**config.mk**
```make
export PLATFORM = sky130hd
export DESIGN_NAME = alignment_score_accumulator_core
export DESIGN_NICKNAME = d
export VERILOG_FILES = /design/src/asa_pkg.sv /design/src/asa_input_reg.sv /design/src/asa_match_score.sv /design/src/asa_accum.sv /design/src/alignment_score_accumulator_core.sv
export VERILOG_INCLUDE_DIRS = /design/src /design/src/src
export SDC_FILE = /design/constraint.sdc
export NUM_CORES = 1
export LEC_CHECK = 0
export ABC_AREA = 0
export ABC_CLOCK_PERIOD_IN_PS = 10400
export BUFFER_PORTS_ARGS = -buffer_cell sky130_fd_sc_hd__buf_2
export CAP_MARGIN = 20
export CORE_ASPECT_RATIO = 0.9
export CORE_UTILIZATION = 50
export CTS_BUF_LIST = sky130_fd_sc_hd__clkbuf_4
export CTS_CLUSTER_DIAMETER = 100
export DETAILED_ROUTE_END_ITERATION = 8
export GPL_TIMING_DRIVEN = 0
export PLACE_DENSITY = 0.7
export SLEW_MARGIN = 20
export SYNTH_ARGS = -nofsm -noshare
export SYNTH_HDL_FRONTEND = slang
export SYNTH_SLANG_ARGS = --single-unit
```
**constraint.sdc**
```tcl
create_clock -name clk -period 10.4 [get_ports clk]
set_input_delay 1.04 -clock clk [delete_from_list [all_inputs] [get_ports clk]]
set_output_delay 1.04 -clock clk [all_outputs]
set_load 0.005 [all_outputs]
```
**src/alignment_score_accumulator_core_macros.svh**
```systemverilog
// Assertion macros used by the alignment score accumulator RTL.
`ifndef ALIGNMENT_SCORE_ACCUMULATOR_CORE_MACROS_SVH
`define ALIGNMENT_SCORE_ACCUMULATOR_CORE_MACROS_SVH

// Same-cycle implication, checked outside reset.
`define ASA_ASSERT_SAME(label, ante, cons, msg) \
    label: assert property (@(posedge clk) disable iff (!rst_n) (ante) |-> (cons)) \
        else $error(msg);

// Next-cycle implication, checked outside reset.
`define ASA_ASSERT_NEXT(label, ante, cons, msg) \
    label: assert property (@(posedge clk) disable iff (!rst_n) (ante) |=> (cons)) \
        else $error(msg);

`endif

```
**src/asa_pkg.sv**
```systemverilog
// Package with shared types and constants of the alignment score accumulator.
`default_nettype none

package asa_pkg;

    // Number of symbols in the alphabet; the substitution table is always 4x4.
    localparam int ALPHABET_SIZE = 4;
    localparam int SYM_IDX_W     = 2;
    localparam int SYM_W         = 8;
    localparam int SCORE_W       = 32;
    localparam int ENTRY_W       = 8;
    localparam int GAP_W         = 16;
    localparam int CFG_INDEX_W   = 3;
    localparam int CFG_DATA_W    = 64;

    // Column kind codes; the unused code counts as a match column.
    localparam logic [1:0] KIND_MATCH  = 2'd0;
    localparam logic [1:0] KIND_INSERT = 2'd1;
    localparam logic [1:0] KIND_DELETE = 2'd2;

    // Gap run kind code meaning no run is recorded.
    localparam logic [1:0] RUN_NONE = 2'd0;

    // Configuration register indexes.
    localparam logic [CFG_INDEX_W-1:0] CFG_GLOBAL_MODE     = 3'd0;
    localparam logic [CFG_INDEX_W-1:0] CFG_GAP_WEIGHT      = 3'd1;
    localparam logic [CFG_INDEX_W-1:0] CFG_ALPHABET        = 3'd2;
    localparam logic [CFG_INDEX_W-1:0] CFG_SCORE_ROWS_LOW  = 3'd3;
    localparam logic [CFG_INDEX_W-1:0] CFG_SCORE_ROWS_HIGH = 3'd4;

    // One alignment column word.
    typedef struct packed {
        logic [1:0]       kind;
        logic [SYM_W-1:0] first_symbol;
        logic [SYM_W-1:0] second_symbol;
        logic             last_column;
    } asa_item_t;

    // Substitution lookup result for a match column.
    typedef struct packed {
        logic                      unknown;
        logic signed [ENTRY_W-1:0] entry;
    } asa_match_t;

endpackage

`default_nettype wire

```
**src/asa_input_reg.sv**
```systemverilog
// Input register stage holding one accepted alignment column word.
`default_nettype none

module asa_input_reg
(
    input  wire logic              clk,
    input  wire logic              rst_n,
    input  wire logic              in_valid,
    output logic                   in_ready,
    input  wire asa_pkg::asa_item_t in_item,
    input  wire logic              take,
    output logic                   item_valid,
    output asa_pkg::asa_item_t     item
);
    import asa_pkg::*;

    logic      valid_reg;
    logic      valid_next;
    asa_item_t item_reg;

    // The stage takes a new word when empty or when its word moves on.
    assign in_ready   = !valid_reg || take;
    assign valid_next = in_ready ? in_valid : valid_reg;

    always_ff @(posedge clk or negedge rst_n)
    begin
        if (!rst_n)
        begin
            valid_reg <= 1'b0;
        end
        else
        begin
            valid_reg <= valid_next;
        end
    end

    // Payload register needs no reset.
    always_ff @(posedge clk)
    begin
        if (in_ready && in_valid)
        begin
            item_reg <= in_item;
        end
    end

    assign item_valid = valid_reg;
    assign item       = item_reg;

endmodule

`default_nettype wire

```
**src/asa_match_score.sv**
```systemverilog
// Symbol lookup and substitution table read for a match column.
`default_nettype none

module asa_match_score
(
    input  wire logic [31:0]              alphabet_symbols,
    input  wire logic [63:0]              score_rows_low,
    input  wire logic [63:0]              score_rows_high,
    input  wire logic [asa_pkg::SYM_W-1:0] first_symbol,
    input  wire logic [asa_pkg::SYM_W-1:0] second_symbol,
    output asa_pkg::asa_match_t           result
);
    import asa_pkg::*;

    logic [SYM_IDX_W-1:0] first_idx;
    logic [SYM_IDX_W-1:0] second_idx;
    logic                 first_hit;
    logic                 second_hit;
    logic [127:0]         table_bits;

    // Lowest alphabet position with a matching code wins.
    always_comb
    begin
        first_idx  = '0;
        second_idx = '0;
        first_hit  = 1'b0;
        second_hit = 1'b0;
        for (int i = ALPHABET_SIZE - 1; i >= 0; i--)
        begin
            if (alphabet_symbols[SYM_W*i +: SYM_W] == first_symbol)
            begin
                first_idx = SYM_IDX_W'(i);
                first_hit = 1'b1;
            end
            if (alphabet_symbols[SYM_W*i +: SYM_W] == second_symbol)
            begin
                second_idx = SYM_IDX_W'(i);
                second_hit = 1'b1;
            end
        end
    end

    // Entry (r, c) is byte r*4+c of the two row registers taken together.
    assign table_bits     = {score_rows_high, score_rows_low};
    assign result.unknown = !(first_hit && second_hit);
    assign result.entry   = table_bits[{first_idx, second_idx, 3'b000} +: ENTRY_W];

endmodule

`default_nettype wire

```
**src/asa_accum.sv**
```systemverilog
// Score state, gap run tracking and result register.
`default_nettype none
`include "alignment_score_accumulator_core_macros.svh"

module asa_accum
(
    input  wire logic                      clk,
    input  wire logic                      rst_n,
    input  wire logic                      global_mode,
    input  wire logic [asa_pkg::GAP_W-1:0] gap_weight,
    input  wire logic                      item_valid,
    input  wire asa_pkg::asa_item_t        item,
    input  wire asa_pkg::asa_match_t       match,
    output logic                           take,
    output logic                           out_valid,
    input  wire logic                      out_ready,
    output logic signed [asa_pkg::SCORE_W-1:0] total_score,
    output logic                           unknown_symbol
);
    import asa_pkg::*;

    localparam logic signed [SCORE_W-1:0] SCORE_MAX = {1'b0, {(SCORE_W-1){1'b1}}};
    localparam logic signed [SCORE_W-1:0] SCORE_MIN = {1'b1, {(SCORE_W-1){1'b0}}};

    // Signed add clamped to the 32-bit range.
    function automatic logic signed [SCORE_W-1:0] sat_add(
        input logic signed [SCORE_W-1:0] x,
        input logic signed [SCORE_W-1:0] y
    );
        logic [SCORE_W:0] s;
        begin
            s = {x[SCORE_W-1], x} + {y[SCORE_W-1], y};
            if (s[SCORE_W] != s[SCORE_W-1])
            begin
                sat_add = s[SCORE_W] ? SCORE_MIN : SCORE_MAX;
            end
            else
            begin
                sat_add = s[SCORE_W-1:0];
            end
        end
    endfunction

    logic signed [SCORE_W-1:0] running_score_reg, running_score_next;
    logic signed [SCORE_W-1:0] pending_gap_sum_reg, pending_gap_sum_next;
    logic [1:0]                pending_gap_kind_reg, pending_gap_kind_next;
    logic                      in_leading_run_reg, in_leading_run_next;
    logic [1:0]                leading_run_kind_reg, leading_run_kind_next;
    logic                      symbol_error_reg, symbol_error_next;
    logic                      out_valid_reg, out_valid_next;
    logic signed [SCORE_W-1:0] total_score_reg;
    logic                      unknown_symbol_reg;

    logic signed [SCORE_W-1:0] gap_ext;
    logic signed [SCORE_W-1:0] entry_ext;
    logic signed [SCORE_W-1:0] committed;
    logic signed [SCORE_W-1:0] step_score;
    logic signed [SCORE_W-1:0] step_pending;
    logic [1:0]                step_pkind;
    logic                      step_lead;
    logic [1:0]                step_lkind;
    logic                      step_error;
    logic                      is_gap;
    logic                      lead_hit;
    logic                      kind_change;

    // A final column waits while the previous total is still unread.
    assign take = item_valid && !(item.last_column && out_valid_reg && !out_ready);

    assign gap_ext   = {{(SCORE_W-GAP_W){gap_weight[GAP_W-1]}}, gap_weight};
    assign entry_ext = {{(SCORE_W-ENTRY_W){match.entry[ENTRY_W-1]}}, match.entry};
    assign is_gap    = (item.kind == KIND_INSERT) || (item.kind == KIND_DELETE);
    assign committed = sat_add(running_score_reg, pending_gap_sum_reg);
    assign lead_hit  = in_leading_run_reg &&
                       (leading_run_kind_reg == RUN_NONE || leading_run_kind_reg == item.kind);
    assign kind_change = (pending_gap_kind_reg != item.kind);

    // Effect of one column on the score state.
    always_comb
    begin
        step_score   = running_score_reg;
        step_pending = pending_gap_sum_reg;
        step_pkind   = pending_gap_kind_reg;
        step_lead    = in_leading_run_reg;
        step_lkind   = leading_run_kind_reg;
        step_error   = symbol_error_reg || (!is_gap && match.unknown);
        if (global_mode || !is_gap)
        begin
            // Pending gaps are committed, then the column adds its own cost (none for an unknown symbol).
            step_lead    = 1'b0;
            step_pending = '0;
            step_pkind   = RUN_NONE;
            if (is_gap)
            begin
                step_score = sat_add(committed, gap_ext);
            end
            else if (match.unknown)
            begin
                step_score = committed;
            end
            else
            begin
                step_score = sat_add(committed, entry_ext);
            end
        end
        else if (lead_hit)
        begin
            // Leading run in local mode costs nothing.
            step_lkind = item.kind;
        end
        else
        begin
            // Gaps after the leading run stay pending until a later column counts them.
            step_lead  = 1'b0;
            step_pkind = item.kind;
            if (kind_change)
            begin
                step_score   = committed;
                step_pending = sat_add('0, gap_ext);
            end
            else
            begin
                step_pending = sat_add(pending_gap_sum_reg, gap_ext);
            end
        end
    end

    // When a column is taken, the final column clears the state; any other column sets the step result.
    always_comb
    begin
        running_score_next    = running_score_reg;
        pending_gap_sum_next  = pending_gap_sum_reg;
        pending_gap_kind_next = pending_gap_kind_reg;
        in_leading_run_next   = in_leading_run_reg;
        leading_run_kind_next = leading_run_kind_reg;
        symbol_error_next     = symbol_error_reg;
        if (take)
        begin
            if (item.last_column)
            begin
                running_score_next    = '0;
                pending_gap_sum_next  = '0;
                pending_gap_kind_next = RUN_NONE;
                in_leading_run_next   = 1'b1;
                leading_run_kind_next = RUN_NONE;
                symbol_error_next     = 1'b0;
            end
            else
            begin
                running_score_next    = step_score;
                pending_gap_sum_next  = step_pending;
                pending_gap_kind_next = step_pkind;
                in_leading_run_next   = step_lead;
                leading_run_kind_next = step_lkind;
                symbol_error_next     = step_error;
            end
        end
    end

    assign out_valid_next = (take && item.last_column) ? 1'b1 :
                            (out_ready ? 1'b0 : out_valid_reg);

    always_ff @(posedge clk or negedge rst_n)
    begin
        if (!rst_n)
        begin
            running_score_reg    <= '0;
            pending_gap_sum_reg  <= '0;
            pending_gap_kind_reg <= RUN_NONE;
            in_leading_run_reg   <= 1'b1;
            leading_run_kind_reg <= RUN_NONE;
            symbol_error_reg     <= 1'b0;
            out_valid_reg        <= 1'b0;
        end
        else
        begin
            running_score_reg    <= running_score_next;
            pending_gap_sum_reg  <= pending_gap_sum_next;
            pending_gap_kind_reg <= pending_gap_kind_next;
            in_leading_run_reg   <= in_leading_run_next;
            leading_run_kind_reg <= leading_run_kind_next;
            symbol_error_reg     <= symbol_error_next;
            out_valid_reg        <= out_valid_next;
        end
    end

    // Result word; a pending trailing run is simply left out of the total.
    always_ff @(posedge clk)
    begin
        if (take && item.last_column)
        begin
            total_score_reg    <= step_score;
            unknown_symbol_reg <= step_error;
        end
    end

    assign out_valid      = out_valid_reg;
    assign total_score    = total_score_reg;
    assign unknown_symbol = unknown_symbol_reg;

    `ASA_ASSERT_NEXT(a_clear_after_last, take && item.last_column, running_score_reg == '0 && pending_gap_sum_reg == '0 && in_leading_run_reg && !symbol_error_reg && out_valid_reg, "state not cleared after final column")
    `ASA_ASSERT_SAME(a_pending_has_kind, pending_gap_sum_reg != '0, pending_gap_kind_reg != RUN_NONE, "pending gap sum without a run kind")
    `ASA_ASSERT_NEXT(a_global_no_pending, take && global_mode, pending_gap_sum_reg == '0 && pending_gap_kind_reg == RUN_NONE, "pending gaps left in global mode")

endmodule

`default_nettype wire

```
**src/alignment_score_accumulator_core.sv**
```systemverilog
// A column word passes the input register and then, if final, the result register; a stall can hold it in between.
// Throughput: one column word per cycle unless a final column stalls; the input register and result register
// let a new word enter while an unread total waits.
// A final column stalls only while the previous total is still unread.
// Reset (rst_n low, asynchronous) clears the score state and restores the register defaults.
// Top level of the alignment score accumulator.
`default_nettype none

module alignment_score_accumulator_core
(
    input  wire logic                            clk,
    input  wire logic                            rst_n,
    input  wire logic                            in_valid,
    output logic                                 in_ready,
    input  wire logic [1:0]                      kind,
    input  wire logic [asa_pkg::SYM_W-1:0]       first_symbol,
    input  wire logic [asa_pkg::SYM_W-1:0]       second_symbol,
    input  wire logic                            last_column,
    output logic                                 out_valid,
    input  wire logic                            out_ready,
    output logic signed [asa_pkg::SCORE_W-1:0]   total_score,
    output logic                                 unknown_symbol,
    input  wire logic                            cfg_we,
    input  wire logic [asa_pkg::CFG_INDEX_W-1:0] cfg_index,
    input  wire logic [asa_pkg::CFG_DATA_W-1:0]  cfg_data
);
    import asa_pkg::*;

    logic             global_mode_reg;
    logic [GAP_W-1:0] gap_weight_reg;
    logic [31:0]      alphabet_symbols_reg;
    logic [63:0]      score_rows_low_reg;
    logic [63:0]      score_rows_high_reg;

    asa_item_t  in_item;
    asa_item_t  item;
    asa_match_t match;
    logic       item_valid;
    logic       take;

    // Configuration registers, written one at a time.
    always_ff @(posedge clk or negedge rst_n)
    begin
        if (!rst_n)
        begin
            global_mode_reg      <= 1'b1;
            gap_weight_reg       <= {GAP_W{1'b1}};
            alphabet_symbols_reg <= 32'h5443_4741;
            score_rows_low_reg   <= '0;
            score_rows_high_reg  <= '0;
        end
        else if (cfg_we)
        begin
            case (cfg_index)
                CFG_GLOBAL_MODE:     global_mode_reg      <= cfg_data[0];
                CFG_GAP_WEIGHT:      gap_weight_reg       <= cfg_data[GAP_W-1:0];
                CFG_ALPHABET:        alphabet_symbols_reg <= cfg_data[31:0];
                CFG_SCORE_ROWS_LOW:  score_rows_low_reg   <= cfg_data;
                CFG_SCORE_ROWS_HIGH: score_rows_high_reg  <= cfg_data;
                default:             ;
            endcase
        end
    end

    assign in_item.kind          = kind;
    assign in_item.first_symbol  = first_symbol;
    assign in_item.second_symbol = second_symbol;
    assign in_item.last_column   = last_column;

    asa_input_reg u_input_reg
    (
        .clk        (clk),
        .rst_n      (rst_n),
        .in_valid   (in_valid),
        .in_ready   (in_ready),
        .in_item    (in_item),
        .take       (take),
        .item_valid (item_valid),
        .item       (item)
    );

    asa_match_score u_match_score
    (
        .alphabet_symbols (alphabet_symbols_reg),
        .score_rows_low   (score_rows_low_reg),
        .score_rows_high  (score_rows_high_reg),
        .first_symbol     (item.first_symbol),
        .second_symbol    (item.second_symbol),
        .result           (match)
    );

    asa_accum u_accum
    (
        .clk            (clk),
        .rst_n          (rst_n),
        .global_mode    (global_mode_reg),
        .gap_weight     (gap_weight_reg),
        .item_valid     (item_valid),
        .item           (item),
        .match          (match),
        .take           (take),
        .out_valid      (out_valid),
        .out_ready      (out_ready),
        .total_score    (total_score),
        .unknown_symbol (unknown_symbol)
    );

endmodule

`default_nettype wire
```
# --- Word level (Yosys, flattened, before mapping) ---
# Index checks and enable logic that the tools add are counted.
totals:
  n_memories: 0
  elab_cells: 121
  latch_bits: 0
  romBits: 0
  ramBits: 0
  out_inout_bits: 35
  in_bits: 91
  register_bits: 301
classes:
  muxes: 46
  n_eq_ne: 22
  div: 0
  n_bitwise: 0
  order_cmp: 0
  addsub: 4
  n_shift: 1
  n_reduce_logical: 29
  multipliers: 0
op_table:
  columns: ["op", "count"]
  rows:
  - ["32-bit 2-to-1 mux", 18]
  - ["128-bit by 8-bit indexed part select with 8-bit output", 1]
  - ["32-bit by 16-bit adder with 33-bit output", 2]
  - ["8-bit equality test", 8]
  - ["32-bit by 32-bit adder with 33-bit output", 1]
  - ["32-bit by 8-bit adder with 33-bit output", 1]
  - ["2-bit 2-to-1 mux", 14]
  - ["1-bit 2-to-1 mux", 14]
  - ["2-bit AND reduction", 6]
  - ["1-bit logical AND", 8]
  - ["3-bit by 2-bit equality test with 1-bit output (second input constant)", 2]
  - ["1-bit zero test", 5]
  - ["1-bit logical OR", 5]
  - ["1-bit != test", 4]
  - ["2-bit nonzero test", 2]
  - ["3-bit by 1-bit equality test with 1-bit output (second input constant)", 1]
  - ["3-bit equality test (second input constant)", 1]
  - ["3-bit zero test", 1]
  - ["3-bit != test (second input constant)", 1]
  - ["3-bit AND reduction", 1]
  - ["2-bit by 1-bit equality test with 1-bit output (second input constant)", 1]
  - ["2-bit equality test", 1]
  - ["2-bit equality test (second input constant)", 1]
  - ["2-bit zero test", 1]
  - ["other kinds (2)", 2]

# --- Logic depth before layout (Yosys ltp) ---
logic_depth:
  ltp_word: 13
  mapped_depth: 27
  depth_no_buf: 24

# --- By module ---
# From an unflattened synthesis, not the netlist that was laid out.
unflattened:
  hier_cells: 2194
  hier_area_um2: 22044.9
modules_own_cells:
  columns: ["module", "area_each_um2", "cells_each", "n_inst", "seq_area_each_um2"]
  rows:
  - ["asa_accum", 12211.7, 1532, 1, 2768.9]
  - ["alignment_score_accumulator_core", 7180.6, 379, 1, 4465.5]
  - ["asa_match_score", 2028.2, 260, 1, 0.0]
  - ["asa_input_reg", 624.3, 23, 1, 595.6]

# --- Worst setup path before layout ---
# OpenSTA, ideal clock, no wires.
synth_timing:
  path_type: "register to register"
  startpoint: "register u_input_reg.item_reg (netlist bit u_input_reg.item[2])"
  endpoint: "register u_accum.running_score_reg[24]"
  arrival_time_ns: 6.488
  path_stages_with_launch: 25
  required_time_ns: 10.296
  setup_slack_ns: 3.809
  period_less_slack_ns: 6.591
  cell_sequence: "edfxtp_1 xor2_1 nor4_1 nand2_1 a21oi_1 clkbuf_1 clkbuf_1 a211oi_1 a21oi_1 o21ai_0 a21oi_1 ha_1 buf_2 a21oi_4 o21ai_1 a31oi_1 o21bai_1 a221oi_1 nand4_1 nand2_1 buf_2 o21ai_2 a211oi_1 o22ai_1 o41ai_2"
synth_via:
  elab_chain_len: 13
  word_cells_on_any_way: 22
  classes_between: "add/sub (1); eq/ne (5); shift (1); mux (14); reduce/logical (1)"
synth_rtl:
  columns: ["item", "line", "text"]
  rows:
  - ["from (decl)", "asa_input_reg.sv:19", "asa_item_t item_reg;"]
  - ["from (signal assigned)", "asa_input_reg.sv:42", "item_reg <= in_item;"]
  - ["8-bit equality test", "asa_match_score.sv:35", "if (alphabet_symbols[SYM_W*i +: SYM_W] == second_symbol)"]
  - ["2-bit 2-to-1 mux (4 in series)", "asa_match_score.sv:35", null]
  - ["128-bit by 8-bit indexed part select with 8-bit output", "asa_match_score.sv:46", "assign result.entry = table_bits[{first_idx, second_idx, 3'b000} +: ENTRY_W];"]
  - ["32-bit by 8-bit adder with 33-bit output", "asa_accum.sv:32", "s = {x[SCORE_W-1], x} + {y[SCORE_W-1], y};"]
  - ["32-bit 2-to-1 mux / 1-bit != test (equally long branches)", "asa_accum.sv:35, asa_accum.sv:33", null]
  - ["32-bit 2-to-1 mux", "asa_accum.sv:33", "if (s[SCORE_W] != s[SCORE_W-1])"]
  - ["32-bit 2-to-1 mux (*)", "asa_accum.sv:97", "else if (match.unknown)"]
  - ["32-bit 2-to-1 mux (*)", "asa_accum.sv:93", "if (is_gap)"]
  - ["32-bit 2-to-1 mux (*)", "asa_accum.sv:87", "if (global_mode || !is_gap)"]
  - ["32-bit 2-to-1 mux (*)", "asa_accum.sv:139", "if (item.last_column)"]
  - ["to (signal assigned)", "asa_accum.sv:177", "running_score_reg <= running_score_next;"]
  - ["to (decl)", "asa_accum.sv:44", "logic signed [SCORE_W-1:0] running_score_reg, running_score_next;"]
# Mark *: on every way between the ends. The rest lies on a longest branch, timed or not.
# A chain may end at the register's enable or synchronous reset.

# --- Worst setup path after layout ---
layout_timing:
  startpoint: "register u_accum.pending_gap_sum_reg[0]"
  endpoint: "register u_accum.running_score_reg[10]"
layout_via:
  elab_chain_len: 10
  word_cells_on_any_way: 18
  classes_between: "add/sub (3); eq/ne (3); mux (12)"
layout_rtl:
  columns: ["item", "line", "text"]
  rows:
  - ["from (decl)", "asa_accum.sv:45", "logic signed [SCORE_W-1:0] pending_gap_sum_reg, pending_gap_sum_next;"]
  - ["from (signal assigned)", "asa_accum.sv:178", "pending_gap_sum_reg <= pending_gap_sum_next;"]
  - ["32-bit by 32-bit adder with 33-bit output (*)", "asa_accum.sv:32", null]
  - ["32-bit 2-to-1 mux / 1-bit != test (equally long branches)", "asa_accum.sv:35, asa_accum.sv:33", null]
  - ["32-bit 2-to-1 mux (*)", "asa_accum.sv:33", null]
  - ["32-bit by 8-bit adder with 33-bit output", "asa_accum.sv:32", null]
  - ["32-bit 2-to-1 mux / 1-bit != test (equally long branches)", "asa_accum.sv:35, asa_accum.sv:33", null]
  - ["32-bit 2-to-1 mux", "asa_accum.sv:33", null]
  - ["32-bit 2-to-1 mux", "asa_accum.sv:97", null]
  - ["32-bit 2-to-1 mux", "asa_accum.sv:93", null]
  - ["32-bit 2-to-1 mux (*)", "asa_accum.sv:87", null]
  - ["32-bit 2-to-1 mux (*)", "asa_accum.sv:139", null]
# Marked as above.

==> impl_metrics.ini <==
[run_status]
status = completed

[global_routing]
grt_pass1_wl_mm = 116
grt_pass1_vias = 19700
globalRouteOverflowTotal = 0
grt_max_degree = 74
grt_util_all_layers_pct = 33.8
antenna_found_initial = 3

[yosys]
ys_top_cells_by_count = a21oi_1, dfrtp_1, nand2_1, mux2_2, nor2_1
yosysUniqueCellTypes = 99
synth.most_common_cell = a21oi_1
syn_avg_cell_area_um2 = 9.28
synthesis.nets = 2610
ys.flop_type = dfrtp_1
synth_top_area_share_pct = 24.7
yosys_warnings = 0
ys_seq_area_share_pct = 35.3
synthArstFlopShare_pct = 82.7
synth_edf_count = 52
synth_area_um2 = 22200
synth-seq-cells = 301
syn_inst = 2387
ys_top_cells_by_area = dfrtp_1, mux2_2, ha_1
synth_top_area_cell = dfrtp_1

[cells_and_area]
final_cells = 3273
drive_above_1_share_pct = 21.1
layout.nets = 2828
areaGrowthSynthToFinish_pct = 12.0
fill_cells = 3888

[timing]
tightest_slew_ns = 1.14
grt_setup_unrepaired = no
hold_viol_final = 0
drv_slew = 0
maxSlewHeadroom_pct = 24.0
final.setup.tns_ns = 0
period_needed_ns = 8.81
fin_crit_sh_pct = 84.8
setup_ws_ns = 1.59
fmax_mhz = 113
setup_viol = 0
fin_worst_skew_ns = 0.0603

[worst_setup_path]
path_class = reg -> reg
worst_setup_path_end_kind = flop
crit_path_start_kind = flop
cp_max_fo = 10
worstPathArrival_ns = 9.54
critical_path_required_ns = 11.12

[placed_design]
place_ws_ns = 1.87
place_congestion = 1.00
place_hpwl_mm = 58.9
portBuffers = 125
placed_cells = 3111

[clock_network]
cts.path.max_buffers = 3
post_cts_buffers = 0
cts_buffers = 84
h-tree-depth = 3
cts_root_buf = clkbuf_4
worstSkewPairLatency_ns = 0.84
cts_tree = done
clk_pin_slew_ns = 0.07
postCtsHoldBufs = 0
cts_sinks = 301
cts-resized-gates = 0

[pwr]
power.density_nw_per_um2 = 286
ir_drop_mv = 0.170
leakagePower_nw = 10.7

[die]
die_x_um = 224
die_h_um = 202
coreArea_um2 = 43300
initial_core_util_pct = 51.1
io_pins = 126
rows = 72
die-area_um2 = 45200

[routing]
vias = 20500
drt-wirelength-per-cell_um = 23.2
drt-initial-drc-count = 1961
ant_nets = 0
wl_mm = 76.0
via_per_inst = 6.26
drc = 0
firstDrtPassIters = 8

[run]
cap_violations = 0

[min_path]
hold_class = in -> async
## critical path, cell delays in order, from the launching register on
cell and delay [ns]:
dfrtp_1 0.42, ha_1 0.27, fa_1 0.45, a211oi_1 0.28, o21ai_1 0.15, a21oi_1 0.42
o211ai_1 0.30, a311oi_2 0.35, buf_4 0.25, nand2_1 0.10, o21bai_2 0.41, buf_2 0.32
buf_1 0.50, nor2_1 0.20, ha_1 0.32, clkbuf_1 0.26, nor3_1 0.09, o31ai_1 0.41
nand4_1 0.17, o21ai_0 0.37, o21ai_1 0.14, xor2_1 0.70, nand2_1 0.25, nor2_1 0.59
buf_2 0.42, nor2_1 0.21, a32o_1 0.34
## report_power, final
| group | switching (mW) | internal, mW |
|---|---|---|
| combinational | 2.70 | 1.51 |
| sequential | 0.263 | 1.51 |
| clock | 0.542 | 0.581 |
## metal layers
| metal | up-vias | part of all wire (%) | wire, um | global-route usage [%] |
|---|---|---|---|---|
| li1 | 9402 | - | - | - |
| met2 | 894 | 43 | 32900 | 50.4 |
| met1 | 10000 | 45 | 33900 | 47.9 |
| met4 | 0 | 3.4 | 2580 | 12.5 |
| met5 | - | 0 | 0 | 0 |
| met3 | 176 | 8.7 | 6610 | 7.62 |
## final cells by class
class                   instances  area (um2)  area share, %
repair buffers                132         777           3.13
multi-input cells            1933       13700           55.3
well taps                     592         741           2.98
diodes                          5        12.5         0.0504
plain buffers                 116         484           1.95
clock buffers                 132         991           3.99
inverters                      37         139          0.560
flip-flops and latches        301        7830           31.5
clock inverters                25         115          0.464
## placed cells by master (no fill, tap or decap), types with 21 or more instances in the layout
| cell | count |
|---|---|
| mux2_2 | 187 |
| xnor2_1 | 82 |
| clkbuf_4 | 132 |
| and3_1 | 22 |
| o21ai_0 | 142 |
| o211ai_1 | 31 |
| nor2_1 | 174 |
| mux2i_1 | 36 |
| nor2b_1 | 40 |
| nor3_1 | 39 |
| nand2_1 | 212 |
| a21o_1 | 41 |
| nand3_1 | 36 |
| o21ai_1 | 41 |
| o21a_1 | 21 |
| a21oi_1 | 229 |
| xor2_1 | 89 |
| buf_2 | 145 |
| clkbuf_1 | 84 |
| a211oi_1 | 60 |
| nand4_1 | 26 |
| ha_1 | 128 |
| dfrtp_1 | 219 |
| dfstp_2 | 30 |
| edfxtp_1 | 52 |
| inv_1 | 37 |
## logic make-up (layout without fill, tap and decap cells)
kind of cell / Yosys count / count (layout) / synth area share [%]
compound gates: 766 / 766 / 22.7
other cells: 0 / 5 / 0
simple gates: 633 / 633 / 13.3
mux: 223 / 223 / 11.1
fa+ha+maj: 140 / 140 / 7.95
xor+xnor: 171 / 171 / 6.76
buf+inv: 153 / 442 / 2.81
flops: 301 / 301 / 35.3
## metrics by stage
stage / hold slack (ns) / area [um2] / utilization, % / total power, mW
2_1_floorplan: 0.455 / 22200 / - / 4.52
3_3_place_gp: 0.475 / 23500 / 54.3 / 5.70
3_5_place_dp: 0.488 / 23700 / 54.7 / 5.80
4_1_cts: 0.140 / 24800 / 57.3 / 6.95
5_1_grt: 0.158 / 24800 / 57.3 / 7.52
6_report: 0.160 / 24800 / 57.3 / 7.10
## path summary, 6_finish.rpt
| kind | from | end | slack (ns) | depth (start not counted) |
|---|---|---|---|---|
| setup / recovery | u_accum.pending_gap_sum_reg[0]$_DFFE_PN0P_ | u_accum.running_score_reg[10]$_DFFE_PN0P_ | 1.59 | 26 |
| hold / removal | rst_n | score_rows_low_reg[53]$_DFFE_PN0P_ | 0.16 | 1 |
| setup reg to reg | u_accum.pending_gap_sum_reg[0]$_DFFE_PN0P_ | u_accum.running_score_reg[10]$_DFFE_PN0P_ | 1.59 | 26 |
| hold reg to reg | score_rows_high_reg[5]$_DFFE_PN0P_ | score_rows_high_reg[5]$_DFFE_PN0P_ | 0.50 | 1 |
| max in group asynchronous | rst_n | alphabet_symbols_reg[28]$_DFFE_PN1P_ | 9.10 | 3 |
| min in group clk | first_symbol[6] | u_input_reg.item[15]$_DFFE_PP_ | 0.39 | 1 |
No activity file was read; power rests on OpenSTA's default activity.
